`src/rtl/core/salk_pkg.sv`:
```
// ----------------------------------------------------------------------------
// salk_pkg
// Shared constants, codes and width helpers for the amplitude lookup core.
// ----------------------------------------------------------------------------
package salk_pkg;

	localparam int FIELD_W            = 32;
	localparam int SLOT_W             = 5;
	localparam int PIVOT_W            = 5;
	localparam int ROWCNT_W           = 6;
	localparam int PHASE_W            = 2;
	localparam int CFG_ADDR_W         = 1;
	localparam int DEFAULT_INDEX_BITS = 32;
	localparam int DEFAULT_MAX_ROWS   = 32;

	typedef enum logic {
		CMD_LOAD  = 1'b0,
		CMD_QUERY = 1'b1
	} cmd_t;

	typedef enum logic [CFG_ADDR_W-1:0] {
		CFG_ANCHOR    = 1'b0,
		CFG_ROW_COUNT = 1'b1
	} cfg_reg_t;

	// masks, anchor and index are all cut to the narrower of the two widths
	function automatic int mask_width(input int index_bits);
		return (index_bits < FIELD_W) ? index_bits : FIELD_W;
	endfunction

	function automatic int addr_width(input int max_rows);
		return (max_rows > 1) ? $clog2(max_rows) : 1;
	endfunction

	function automatic int count_width(input int max_rows);
		return $clog2(max_rows + 1);
	endfunction

	function automatic int entry_width(input int index_bits, input int max_rows);
		return 1 + addr_width(max_rows) + 2 * mask_width(index_bits) + PHASE_W + PIVOT_W;
	endfunction

endpackage

```
`src/rtl/core/salk_front.sv`:
```
// ----------------------------------------------------------------------------
// salk_front
// Accepts input transactions, drops loads to absent rows, folds the row sign
// and the X/Z overlap into a phase increment, and forms the query residual.
// ----------------------------------------------------------------------------
module salk_front
	import salk_pkg::*;
#(
	parameter int INDEX_BITS = DEFAULT_INDEX_BITS,
	parameter int MAX_ROWS   = DEFAULT_MAX_ROWS
) (
	input  logic                                          in_valid,
	output logic                                          in_stall,
	input  logic                                          cmd,
	input  logic [SLOT_W-1:0]                             row_slot,
	input  logic [FIELD_W-1:0]                            x_bits,
	input  logic [FIELD_W-1:0]                            z_bits,
	input  logic                                          sign_bit,
	input  logic [PIVOT_W-1:0]                            pivot_col,
	input  logic [FIELD_W-1:0]                            query_index,
	input  logic [mask_width(INDEX_BITS)-1:0]             anchor,
	input  logic                                          q_full,
	output logic                                          q_push,
	output logic [entry_width(INDEX_BITS, MAX_ROWS)-1:0]  q_entry
);

	localparam int MW = mask_width(INDEX_BITS);
	localparam int SW = addr_width(MAX_ROWS);

	logic               slot_ok;
	logic               keep;
	logic [MW-1:0]      x_trim;
	logic [MW-1:0]      z_trim;
	logic [MW-1:0]      xz;
	logic [MW-1:0]      x_field;
	logic [PHASE_W-1:0] overlap;
	logic [PHASE_W-1:0] phase_add;

	assign in_stall = q_full;
	assign slot_ok  = int'(row_slot) < MAX_ROWS;
	assign keep     = (cmd == CMD_QUERY) || slot_ok;
	assign q_push   = in_valid && !in_stall && keep;

	assign x_trim = MW'(x_bits);
	assign z_trim = MW'(z_bits);
	assign xz     = x_trim & z_trim;

	// popcount of the overlap, only its value mod 4 matters
	always_comb begin
		overlap = '0;
		for (int i = 0; i < MW; i++) begin
			overlap = overlap + PHASE_W'(xz[i]);
		end
	end

	assign phase_add = {sign_bit, 1'b0} + overlap;

	// a query carries its starting residual in the X field
	assign x_field = (cmd == CMD_QUERY) ? (MW'(query_index) ^ anchor) : x_trim;

	assign q_entry = {cmd, SW'(row_slot), x_field, z_trim, phase_add, pivot_col};

endmodule

```
`src/rtl/core/salk_fifo.sv`:
```
// ----------------------------------------------------------------------------
// salk_fifo
// Two-entry queue between the front and the walker.
// ----------------------------------------------------------------------------
module salk_fifo
	import salk_pkg::*;
#(
	parameter int WIDTH = FIELD_W
) (
	input  logic             clk,
	input  logic             arst_n,
	input  logic             push,
	input  logic [WIDTH-1:0] push_data,
	output logic             full,
	output logic             pop_valid,
	input  logic             pop,
	output logic [WIDTH-1:0] pop_data
);

	logic [WIDTH-1:0] slot_q [2];
	logic             wr_ptr_q;
	logic             rd_ptr_q;
	logic [1:0]       count_q;

	assign full      = count_q == 2'd2;
	assign pop_valid = count_q != 2'd0;
	assign pop_data  = slot_q[rd_ptr_q];

	always_ff @(posedge clk or negedge arst_n) begin
		if (!arst_n) begin
			wr_ptr_q <= 1'b0;
			rd_ptr_q <= 1'b0;
			count_q  <= 2'd0;
		end else begin
			if (push) begin
				wr_ptr_q <= !wr_ptr_q;
			end
			if (pop) begin
				rd_ptr_q <= !rd_ptr_q;
			end
			if (push && !pop) begin
				count_q <= count_q + 2'd1;
			end else if (pop && !push) begin
				count_q <= count_q - 2'd1;
			end
		end
	end

	always_ff @(posedge clk) begin
		if (push) begin
			slot_q[wr_ptr_q] <= push_data;
		end
	end

endmodule

```
`src/rtl/core/salk_back.sv`:
```
// ----------------------------------------------------------------------------
// salk_back
// Holds the support table, writes loaded rows and walks the rows for a
// query, one row per cycle, then presents the result in an output register.
// ----------------------------------------------------------------------------
module salk_back
	import salk_pkg::*;
#(
	parameter int INDEX_BITS = DEFAULT_INDEX_BITS,
	parameter int MAX_ROWS   = DEFAULT_MAX_ROWS
) (
	input  logic                                          clk,
	input  logic                                          arst_n,
	input  logic                                          q_valid,
	input  logic [entry_width(INDEX_BITS, MAX_ROWS)-1:0]  q_entry,
	output logic                                          q_pop,
	input  logic [mask_width(INDEX_BITS)-1:0]             anchor,
	input  logic [ROWCNT_W-1:0]                           row_count,
	output logic                                          out_valid,
	input  logic                                          out_stall,
	output logic                                          is_nonzero,
	output logic [PHASE_W-1:0]                            phase_power
);

	localparam int MW = mask_width(INDEX_BITS);
	localparam int SW = addr_width(MAX_ROWS);
	localparam int CW = count_width(MAX_ROWS);

	typedef enum logic [1:0] {
		S_IDLE,
		S_WALK,
		S_DONE
	} state_t;

	logic               e_kind;
	logic [SW-1:0]      e_slot;
	logic [MW-1:0]      e_x;
	logic [MW-1:0]      e_z;
	logic [PHASE_W-1:0] e_phase;
	logic [PIVOT_W-1:0] e_pivot;

	logic [MW-1:0]      mem_x [MAX_ROWS];
	logic [MW-1:0]      mem_z [MAX_ROWS];
	logic [PHASE_W-1:0] mem_ph [MAX_ROWS];
	logic [PIVOT_W-1:0] mem_pv [MAX_ROWS];

	logic [MW-1:0]      rd_x_s1;
	logic [MW-1:0]      rd_z_s1;
	logic [PHASE_W-1:0] rd_ph_s1;
	logic [PIVOT_W-1:0] rd_pv_s1;
	logic               rvalid_s1;

	state_t             state_q;
	logic [CW-1:0]      issue_q;
	logic [MW-1:0]      residual_q;
	logic [MW-1:0]      current_q;
	logic [PHASE_W-1:0] phase_q;
	logic               out_valid_q;
	logic               is_nonzero_q;
	logic [PHASE_W-1:0] phase_power_q;

	logic [CW-1:0]      limit;
	logic               more;
	logic [MW-1:0]      res_shift;
	logic               hit;
	logic [PHASE_W-1:0] row_phase;

	assign {e_kind, e_slot, e_x, e_z, e_phase, e_pivot} = q_entry;

	assign q_pop = (state_q == S_IDLE) && q_valid;

	always_comb begin
		if (int'(row_count) > MAX_ROWS) begin
			limit = CW'(MAX_ROWS);
		end else begin
			limit = CW'(row_count);
		end
	end

	assign more = issue_q < limit;

	// a pivot beyond the index width reads as a clear bit
	assign res_shift = residual_q >> rd_pv_s1;
	assign hit       = (int'(rd_pv_s1) < MW) && res_shift[0];
	assign row_phase = rd_ph_s1 + {^(rd_z_s1 & current_q), 1'b0};

	always_ff @(posedge clk) begin
		if (q_pop && (e_kind == CMD_LOAD)) begin
			mem_x[e_slot]  <= e_x;
			mem_z[e_slot]  <= e_z;
			mem_ph[e_slot] <= e_phase;
			mem_pv[e_slot] <= e_pivot;
		end
	end

	always_ff @(posedge clk) begin
		rd_x_s1  <= mem_x[issue_q[SW-1:0]];
		rd_z_s1  <= mem_z[issue_q[SW-1:0]];
		rd_ph_s1 <= mem_ph[issue_q[SW-1:0]];
		rd_pv_s1 <= mem_pv[issue_q[SW-1:0]];
	end

	always_ff @(posedge clk or negedge arst_n) begin
		if (!arst_n) begin
			state_q       <= S_IDLE;
			issue_q       <= '0;
			rvalid_s1     <= 1'b0;
			residual_q    <= '0;
			current_q     <= '0;
			phase_q       <= '0;
			out_valid_q   <= 1'b0;
			is_nonzero_q  <= 1'b0;
			phase_power_q <= '0;
		end else begin
			// a finishing query refills the output register itself
			if (out_valid_q && !out_stall && (state_q != S_DONE)) begin
				out_valid_q <= 1'b0;
			end
			case (state_q)
				S_IDLE: begin
					if (q_valid && (e_kind == CMD_QUERY)) begin
						residual_q <= e_x;
						current_q  <= anchor;
						phase_q    <= '0;
						issue_q    <= '0;
						rvalid_s1  <= 1'b0;
						state_q    <= S_WALK;
					end
				end
				S_WALK: begin
					// issue the next row read while the previous row is applied
					rvalid_s1 <= more;
					if (more) begin
						issue_q <= issue_q + CW'(1);
					end
					if (rvalid_s1 && hit) begin
						phase_q    <= phase_q + row_phase;
						current_q  <= current_q ^ rd_x_s1;
						residual_q <= residual_q ^ rd_x_s1;
					end
					if (!rvalid_s1 && !more) begin
						state_q <= S_DONE;
					end
				end
				S_DONE: begin
					// hold until the output register is free
					if (!out_valid_q || !out_stall) begin
						out_valid_q   <= 1'b1;
						is_nonzero_q  <= residual_q == '0;
						phase_power_q <= (residual_q == '0) ? phase_q : '0;
						state_q       <= S_IDLE;
					end
				end
				default: begin
					state_q <= S_IDLE;
				end
			endcase
		end
	end

	assign out_valid   = out_valid_q;
	assign is_nonzero  = is_nonzero_q;
	assign phase_power = phase_power_q;

endmodule

```
`src/rtl/core/stabilizer_amplitude_lookup_core.sv`:
```
// ----------------------------------------------------------------------------
// stabilizer_amplitude_lookup_core
// Support table of stabilizer rows with an amplitude query walker.
// ----------------------------------------------------------------------------
// Input channel (in_valid / in_stall): cmd selects a row load or a query.
// A load writes one table row and gives no result; a load to a row at or
// above MAX_ROWS is dropped. A query gives one result on the output channel
// (out_valid / out_stall): is_nonzero and phase_power (i to that power).
// Configuration (cfg_we / cfg_addr / cfg_wdata) sets the anchor index and
// the number of rows in use; write it only while no transaction is in flight.
// A query walks the rows in use one per cycle out of the table memory,
// N = min(row_count, MAX_ROWS) rows in all, and the walker takes a new
// query only once it has handed the last result to the output register.
// A load is written into the table while the walker is idle and starts
// no walk.
// A two-entry queue sits between input and walker, so input is taken while
// a query walks. If the receiver stalls, the result holds in the output
// register and the walker waits after finishing the next query.
// Reset clears the configuration, the queue and the walker; table rows are
// undefined until loaded.
// ----------------------------------------------------------------------------
module stabilizer_amplitude_lookup_core
	import salk_pkg::*;
#(
	parameter int INDEX_BITS = DEFAULT_INDEX_BITS,
	parameter int MAX_ROWS   = DEFAULT_MAX_ROWS
) (
	input  logic                  clk,
	input  logic                  arst_n,
	input  logic                  cfg_we,
	input  logic [CFG_ADDR_W-1:0] cfg_addr,
	input  logic [FIELD_W-1:0]    cfg_wdata,
	input  logic                  in_valid,
	output logic                  in_stall,
	input  logic                  cmd,
	input  logic [SLOT_W-1:0]     row_slot,
	input  logic [FIELD_W-1:0]    x_bits,
	input  logic [FIELD_W-1:0]    z_bits,
	input  logic                  sign_bit,
	input  logic [PIVOT_W-1:0]    pivot_col,
	input  logic [FIELD_W-1:0]    query_index,
	output logic                  out_valid,
	input  logic                  out_stall,
	output logic                  is_nonzero,
	output logic [PHASE_W-1:0]    phase_power
);

	localparam int MW = mask_width(INDEX_BITS);
	localparam int EW = entry_width(INDEX_BITS, MAX_ROWS);

	logic [MW-1:0]       anchor_q;
	logic [ROWCNT_W-1:0] row_count_q;

	logic                q_push;
	logic                q_full;
	logic                q_valid;
	logic                q_pop;
	logic [EW-1:0]       push_entry;
	logic [EW-1:0]       head_entry;

	always_ff @(posedge clk or negedge arst_n) begin
		if (!arst_n) begin
			anchor_q    <= '0;
			row_count_q <= '0;
		end else if (cfg_we) begin
			case (cfg_addr)
				CFG_ANCHOR:    anchor_q    <= MW'(cfg_wdata);
				CFG_ROW_COUNT: row_count_q <= cfg_wdata[ROWCNT_W-1:0];
				default: begin
				end
			endcase
		end
	end

	salk_front #(
		.INDEX_BITS (INDEX_BITS),
		.MAX_ROWS   (MAX_ROWS)
	) u_front (
		.in_valid    (in_valid),
		.in_stall    (in_stall),
		.cmd         (cmd),
		.row_slot    (row_slot),
		.x_bits      (x_bits),
		.z_bits      (z_bits),
		.sign_bit    (sign_bit),
		.pivot_col   (pivot_col),
		.query_index (query_index),
		.anchor      (anchor_q),
		.q_full      (q_full),
		.q_push      (q_push),
		.q_entry     (push_entry)
	);

	salk_fifo #(
		.WIDTH (EW)
	) u_fifo (
		.clk       (clk),
		.arst_n    (arst_n),
		.push      (q_push),
		.push_data (push_entry),
		.full      (q_full),
		.pop_valid (q_valid),
		.pop       (q_pop),
		.pop_data  (head_entry)
	);

	salk_back #(
		.INDEX_BITS (INDEX_BITS),
		.MAX_ROWS   (MAX_ROWS)
	) u_back (
		.clk         (clk),
		.arst_n      (arst_n),
		.q_valid     (q_valid),
		.q_entry     (head_entry),
		.q_pop       (q_pop),
		.anchor      (anchor_q),
		.row_count   (row_count_q),
		.out_valid   (out_valid),
		.out_stall   (out_stall),
		.is_nonzero  (is_nonzero),
		.phase_power (phase_power)
	);

endmodule
```
`config.mk`:
```
export PLATFORM = sky130hd
export DESIGN_NAME = stabilizer_amplitude_lookup_core
export DESIGN_NICKNAME = d
export VERILOG_FILES = /design/src/rtl/core/salk_pkg.sv /design/src/rtl/core/salk_front.sv /design/src/rtl/core/salk_fifo.sv /design/src/rtl/core/salk_back.sv /design/src/rtl/core/stabilizer_amplitude_lookup_core.sv
export SDC_FILE = /design/constraint.sdc
export NUM_CORES = 2
export LEC_CHECK = 0
export ABC_AREA = 0
export BUFFER_PORTS_ARGS = -buffer_cell sky130_fd_sc_hd__buf_2
export CORE_AREA = 2 2 672 340
export CTS_BUF_LIST = sky130_fd_sc_hd__clkbuf_16
export DETAILED_ROUTE_END_ITERATION = 10
export DIE_AREA = 0 0 674 342
export PLACE_DENSITY = 0.64
export SLEW_MARGIN = 25
export SYNTH_ARGS = -nofsm -noshare
export SYNTH_HDL_FRONTEND = slang
export SYNTH_SLANG_ARGS = --single-unit
```
`constraint.sdc`:
```
create_clock -name clk -period 14.8 [get_ports clk]
set_input_delay 2.22 -clock clk [delete_from_list [all_inputs] [get_ports clk]]
set_output_delay 2.22 -clock clk [all_outputs]
set_load 0.01 [all_outputs]
```
## Word level (Yosys, flattened, before mapping)

Memory sizes are Yosys's and may differ from the RTL's. A register that Yosys moved wholly into a read port is not among the register bits.
Cells that the tools add are included.

- Memory bits (writable): 2,426
- Flip-flop bits (word level): 121
- Memories kept: 5
- Input bits: 146

Memory list:

| name | words | width | rd ports | clocked after Yosys merged registers in | write ports | line | text |
|---|---|---|---|---|---|---|---|
| u_back.mem_x | 32 | 32 | 1 | 1 | 1 | salk_back.sv:42 | `logic [MW-1:0] mem_x [MAX_ROWS];` |
| u_back.mem_z | 32 | 32 | 1 | 1 | 1 | salk_back.sv:43 | `logic [MW-1:0] mem_z [MAX_ROWS];` |
| u_back.mem_pv | 32 | 5 | 1 | 1 | 1 | salk_back.sv:45 | `logic [PIVOT_W-1:0] mem_pv [MAX_ROWS];` |
| u_fifo.slot_q | 2 | 77 | 1 | 0 | 1 | salk_fifo.sv:20 | `logic [WIDTH-1:0] slot_q [2];` |
| u_back.mem_ph | 32 | 2 | 1 | 1 | 1 | salk_back.sv:44 | `logic [PHASE_W-1:0] mem_ph [MAX_ROWS];` |

- Shift-type cells: 1
- Add/sub/neg operators: 37
- Reduce and logical (&&, ||, !) cells: 33
- Magnitude comparators: 2
- Equal/unequal tests: 9
- Bitwise operators: 7
- Mux-type cells: 30

Operator list:

| operator | number |
|---|---|
| 32-bit two-way mux | 5 |
| 32-bit one-hot mux with 2 select lines | 2 |
| 32-bit XOR | 3 |
| 32-bit AND | 2 |
| 2-bit by 1-bit adder with 2-bit output | 30 |
| 32-bit logical NOT | 1 |
| 32-bit parity | 1 |
| 32-bit by 5-bit right shift with 1-bit output | 1 |
| 6-bit two-way mux | 3 |
| 2-bit two-way mux | 8 |
| 6-bit one-hot mux with 2 select lines | 1 |
| 1-bit logical AND | 10 |
| 1-bit logical NOT | 9 |
| 3-bit AND reduction | 3 |
| 1-bit two-way mux | 8 |
| 2-bit by 1-bit inequality test with 1-bit output (second input constant) | 4 |
| 2-bit AND reduction | 4 |
| 2-bit adder | 3 |
| 6-bit by 1-bit adder with 6-bit output (second input constant) | 1 |
| 6-bit > comparator (second input constant) | 1 |
| 6-bit less-than comparator | 1 |
| 2-bit one-hot mux with 3 select lines | 1 |
| 2-bit nonzero test | 3 |
| 2-bit == test (second input constant) | 2 |
| other kinds (10) | 12 |

## Longest topological paths before layout

- Word-level depth: 33
- Mapped depth: 14
- Gate-level depth less buffers: 14

## Cells and area by module

From an unflattened synthesis, not the netlist that was laid out.

- Cell total of the unflattened synthesis: 4,417
- Area total of the unflattened synthesis: 100,956.8 µm²

Modules (own cells, without submodules):

| module | cells an instance | instances | area each (µm²) |
|---|---|---|---|
| salk_back | 3,864 | 1 | 92,014.5 |
| salk_fifo | 256 | 1 | 5,825.6 |
| stabilizer_amplitude_lookup_core | 82 | 1 | 1,580.3 |
| salk_front | 215 | 1 | 1,536.5 |

## Worst setup path after synthesis

OpenSTA, ideal clock, no wires.

- Path kind: in2reg
- Start: input port x_bits[9]
- End: memory u_fifo.slot_q[0][6] in the netlist's numbering (data pin)
- Cell stages on the path: 14
- Path buffers: 0
- Arrival time: 5,961 ps
- Setup slack: 8,575 ps
- Setup time: 264 ps
- Data required time: 14,536 ps
- Path through: and2_1 > fa_1 > inv_1 > fa_1 > inv_1 > fa_1 > fa_1 > fa_1 > fa_1 > xor2_1 > xnor2_1 > xnor2_1 > xnor2_1 > xnor2_1

- Longest elaborated chain between the ends: 25

RTL lines:

| what | line | text |
|---|---|---|
| start: declaration | stabilizer_amplitude_lookup_core.sv:37 | `input logic [FIELD_W-1:0] x_bits,` |
| 32-bit AND | salk_front.sv:46 | `assign xz = x_trim & z_trim;` |
| 2-bit by 1-bit adder with 2-bit output (23 in a row) | salk_front.sv:52 | `overlap = overlap + PHASE_W'(xz[i]);` |
| 2-bit adder | salk_front.sv:56 | `assign phase_add = {sign_bit, 1'b0} + overlap;` |
| named net push_entry[6] | stabilizer_amplitude_lookup_core.sv:58 | `logic [EW-1:0] push_entry;` |
| end: declaration | salk_fifo.sv:20 |  |

The timed path passes the listed nets, and every way through them passes these cells.

## Worst setup path in the final report

- Start: input port z_bits[9]
- End: memory u_fifo.slot_q[1][6] in the netlist's numbering (data pin)

- Longest elaborated chain between the ends: 25

RTL lines:

| what | line | text |
|---|---|---|
| start: declaration | stabilizer_amplitude_lookup_core.sv:38 | `input logic [FIELD_W-1:0] z_bits,` |
| 32-bit AND | salk_front.sv:46 |  |
| 2-bit by 1-bit adder with 2-bit output (23 in a row) | salk_front.sv:52 |  |
| 2-bit adder | salk_front.sv:56 |  |
| named net push_entry[6] | stabilizer_amplitude_lookup_core.sv:58 |  |

The timed path passes the listed nets, and every way through them passes these cells.

==> impl_metrics.py <==
metrics = {
    "clock_tree": {
        "cts_setup_buffers": 0,
        "clock_latency_ns": 0.91,
        "clkTransAtPathRegs_ns": 0.07,
        "root_buffer": "clkbuf_16",
        "clock-sinks": 2618,
        "numCtsBuffers": 224,
        "cts_tree": "done",
        "cts.htree.levels": 4,
        "cts_hold_buf": 0,
        "cts_resized": 0,
        "max-clock-path-buffers": 4,
    },
    "hold_path": {
        "hold_path_class": "register to register",
    },
    "power_and_ir_drop": {
        "power_density_nw_per_um2": 196,
        "p_total_mw": 22.0,
        "p_leak_nw": 35.4,
        "vdd_drop_max_v": 0.000163,
    },
    "drt": {
        "wl_per_cell_um": 34.6,
        "drtAntennaViolNets": 0,
        "viasPerCell": 6.24,
        "wirelength_um": 272000,
        "drt_iter0_markers": 7643,
        "num_vias": 49100,
        "drtPass1Iterations": 5,
        "post-route-drc-count": 0,
    },
    "final_layout": {
        "fill_cells": 17800,
        "area_growth_pct": 11.7,
        "post-route-util_pct": 49.7,
        "layout-drive-gt1-share_pct": 30.3,
        "nets": 4830,
        "fin_cells": 7869,
    },
    "synth": {
        "ys_ff_latch": 2618,
        "synth.area.top_cells": "edfxtp_1 (72%), mux4_2 (16%), dfrtp_1 (3.0%), mux2_2 (1.7%), dfxtp_1 (1.4%)",
        "syn_area_per_cell_um2": 22.9,
        "ys_seq_area_share_pct": 76.9,
        "synthCells": 4397,
        "ys_warn_count": 0,
        "yosysUniqueCellTypes": 48,
        "synth_nets": 4567,
        "synth.largest_area_cell": "edfxtp_1",
        "synth_edf_count": 2426,
        "synth_flop_cell": "edfxtp_1",
        "yosys.area.top_type_share_pct": 72.5,
        "syn_area_um2": 100000,
        "async_flop_share_pct": 4.62,
    },
    "sta": {
        "finalCritPeriodShare_pct": 38.3,
        "setup_tns_ns": 0,
        "rsz0062_at_grt": "no",
        "period_minus_slack_ns": 5.67,
        "tightest_slew_ns": 1.13,
        "max_freq_mhz": 176,
        "holdWs_ns": 0.487,
        "finClkSkew_ns": 0.0720,
        "relSlewSlack_pct": 24.6,
        "finalHoldViolations": 0,
        "slew_viol_final": 0,
        "setup_viol": 0,
    },
    "worst_setup_path": {
        "cp-start-kind": "input port",
        "timing.critical_path.arrival_ns": 6.28,
        "cp_data_required_time_ns": 15.41,
        "cp_max_fo": 3,
        "critPathKind": "input port to register",
        "worst_setup_path_end_kind": "register",
    },
    "floorplan": {
        "fp.dieW_um": 674,
        "die-area_um2": 231000,
        "die_y_um": 342,
        "ioPinCount": 151,
        "num_rows": 124,
        "core_area_um2": 226000,
        "start_util_pct": 44.5,
    },
    "placed_design": {
        "gp_congestion": 0.826,
        "dp_hpwl_um": 150000,
        "dp.cells": 7454,
        "portBuffers": 150,
    },
    "job": {
        "maxCapViolations": 0,
    },
    "outcome": {
        "status": "completed",
    },
    "global_route": {
        "grt_max_degree": 157,
        "grt_first_pass_wirelength_um": 377000,
        "overflow": 0,
        "antenna_found_initial": 8,
        "track_usage_pct": 23.5,
        "grt_pass1_vias": 47000,
    },
}
## flip-flops by register name, indices dropped and copies added, names as in the netlist, 32 cells and up
name	count
u_back.residual_q	32
u_back.rd_x_s1	32
u_back.mem_pv	160
u_back.current_q	32
u_fifo.slot_q	154
u_back.rd_z_s1	32
u_back.mem_ph	64
u_back.mem_x	1024
anchor_q	32
u_back.mem_z	1024
## stage by stage
step | setup slack [ns] | area (um^2)
after floorplan | 8.57 | 100000
after global placement | 8.27 | 105000
after detailed placement | 8.23 | 105000
after CTS | 9.18 | 112000
after global routing | 8.98 | 112000
final | 9.13 | 112000
## cell type report
class                           count  area, um^2  area share, %
Sequential cell                  2618       77300           68.9
Timing Repair Buffer              255        1690           1.51
Inverter                           17        63.8         0.0569
Clock buffer                      227        5680           5.06
Antenna cell                        9        22.5         0.0201
Clock inverter                    175        1230           1.09
Tap cell                         3024        3780           3.37
Multi-Input combinational cell   1544       22400           20.0
## critical path: stages
cell and delay (ns):
buf_2 0.12, and2_1 0.15, fa_1 0.54, inv_1 0.07, fa_1 0.54, inv_1 0.05, fa_1 0.46, fa_1 0.52
fa_1 0.43, fa_1 0.39, xor2_1 0.17, xnor2_1 0.20, xnor2_1 0.15, xnor2_1 0.15, xnor2_1 0.10
## layout by cell type (no fill, tap or decap), types with 36 or more instances in the layout
cell	netlist	routed
nor2_1	75	42
a22o_1	66	66
clkinv_1	0	49
clkbuf_16	0	227
edfxtp_1	2426	2426
xnor2_1	73	73
dfxtp_1	71	71
dfrtp_1	121	115
o21ai_1	40	40
mux4_2	715	715
o21ai_0	66	66
nand2_1	172	172
clkinv_2	0	40
inv_1	17	72
mux2_1	36	36
buf_2	52	148
mux2_2	151	151
buf_4	10	95
## metal layers
layer | track usage [%] | routed length (um)
met5 | 0 | 0
met4 | 5.93 | 6740
met3 | 4.78 | 28800
met2 | 33.9 | 120000
met1 | 36.8 | 116000
## synth_stat cells (17+ instances only)
cell type	number
o21ai_0	66
a21oi_1	33
clkbuf_1	110
xnor2_1	73
buf_2	52
mux2_2	151
inv_1	17
dfxtp_1	71
mux4_2	715
mux2_1	36
edfxtp_1	2426
dfrtp_1	121
buf_1	40
o21ai_1	40
nand2_1	172
a22o_1	66
nor2_1	75
## final timing paths
check / slack [ns] / endpoint / depth (start not counted) / startpoint
hold / removal: 0.49 / u_back.is_nonzero / 1 / u_back.is_nonzero
min in group asynchronous: 1.33 / u_back.out_valid / 1 / arst_n
hold reg to reg: 0.49 / u_back.is_nonzero / 1 / u_back.is_nonzero
max in group asynchronous: 11.95 / u_back.issue_q[2] / 2 / arst_n
setup reg to reg: 9.76 / u_back.rd_x_s1[18] / 6 / u_back.issue_q[1]
setup / recovery: 9.13 / u_fifo.slot_q[1][6] / 15 / z_bits[9]
## where the power goes
group          internal [mW]  total [mW]  switching [mW]
clock                   3.05        5.72            2.67
sequential              9.37        9.91           0.542
combinational           2.84        6.39            3.56
## logic make-up (layout without fill, tap and decap cells)
group | after synthesis | in the layout | share of synthesized area (%)
simple gates | 300 | 300 | 1.26
xor+xnor | 90 | 90 | 0.798
compound gates | 224 | 224 | 1.43
buf+inv | 235 | 674 | 1.02
flops | 2618 | 2618 | 76.9
fa+ha+maj | 24 | 24 | 0.411
other cells | 0 | 9 | 0
mux | 906 | 906 | 18.2
No activity file was read; power rests on OpenSTA's default activity.
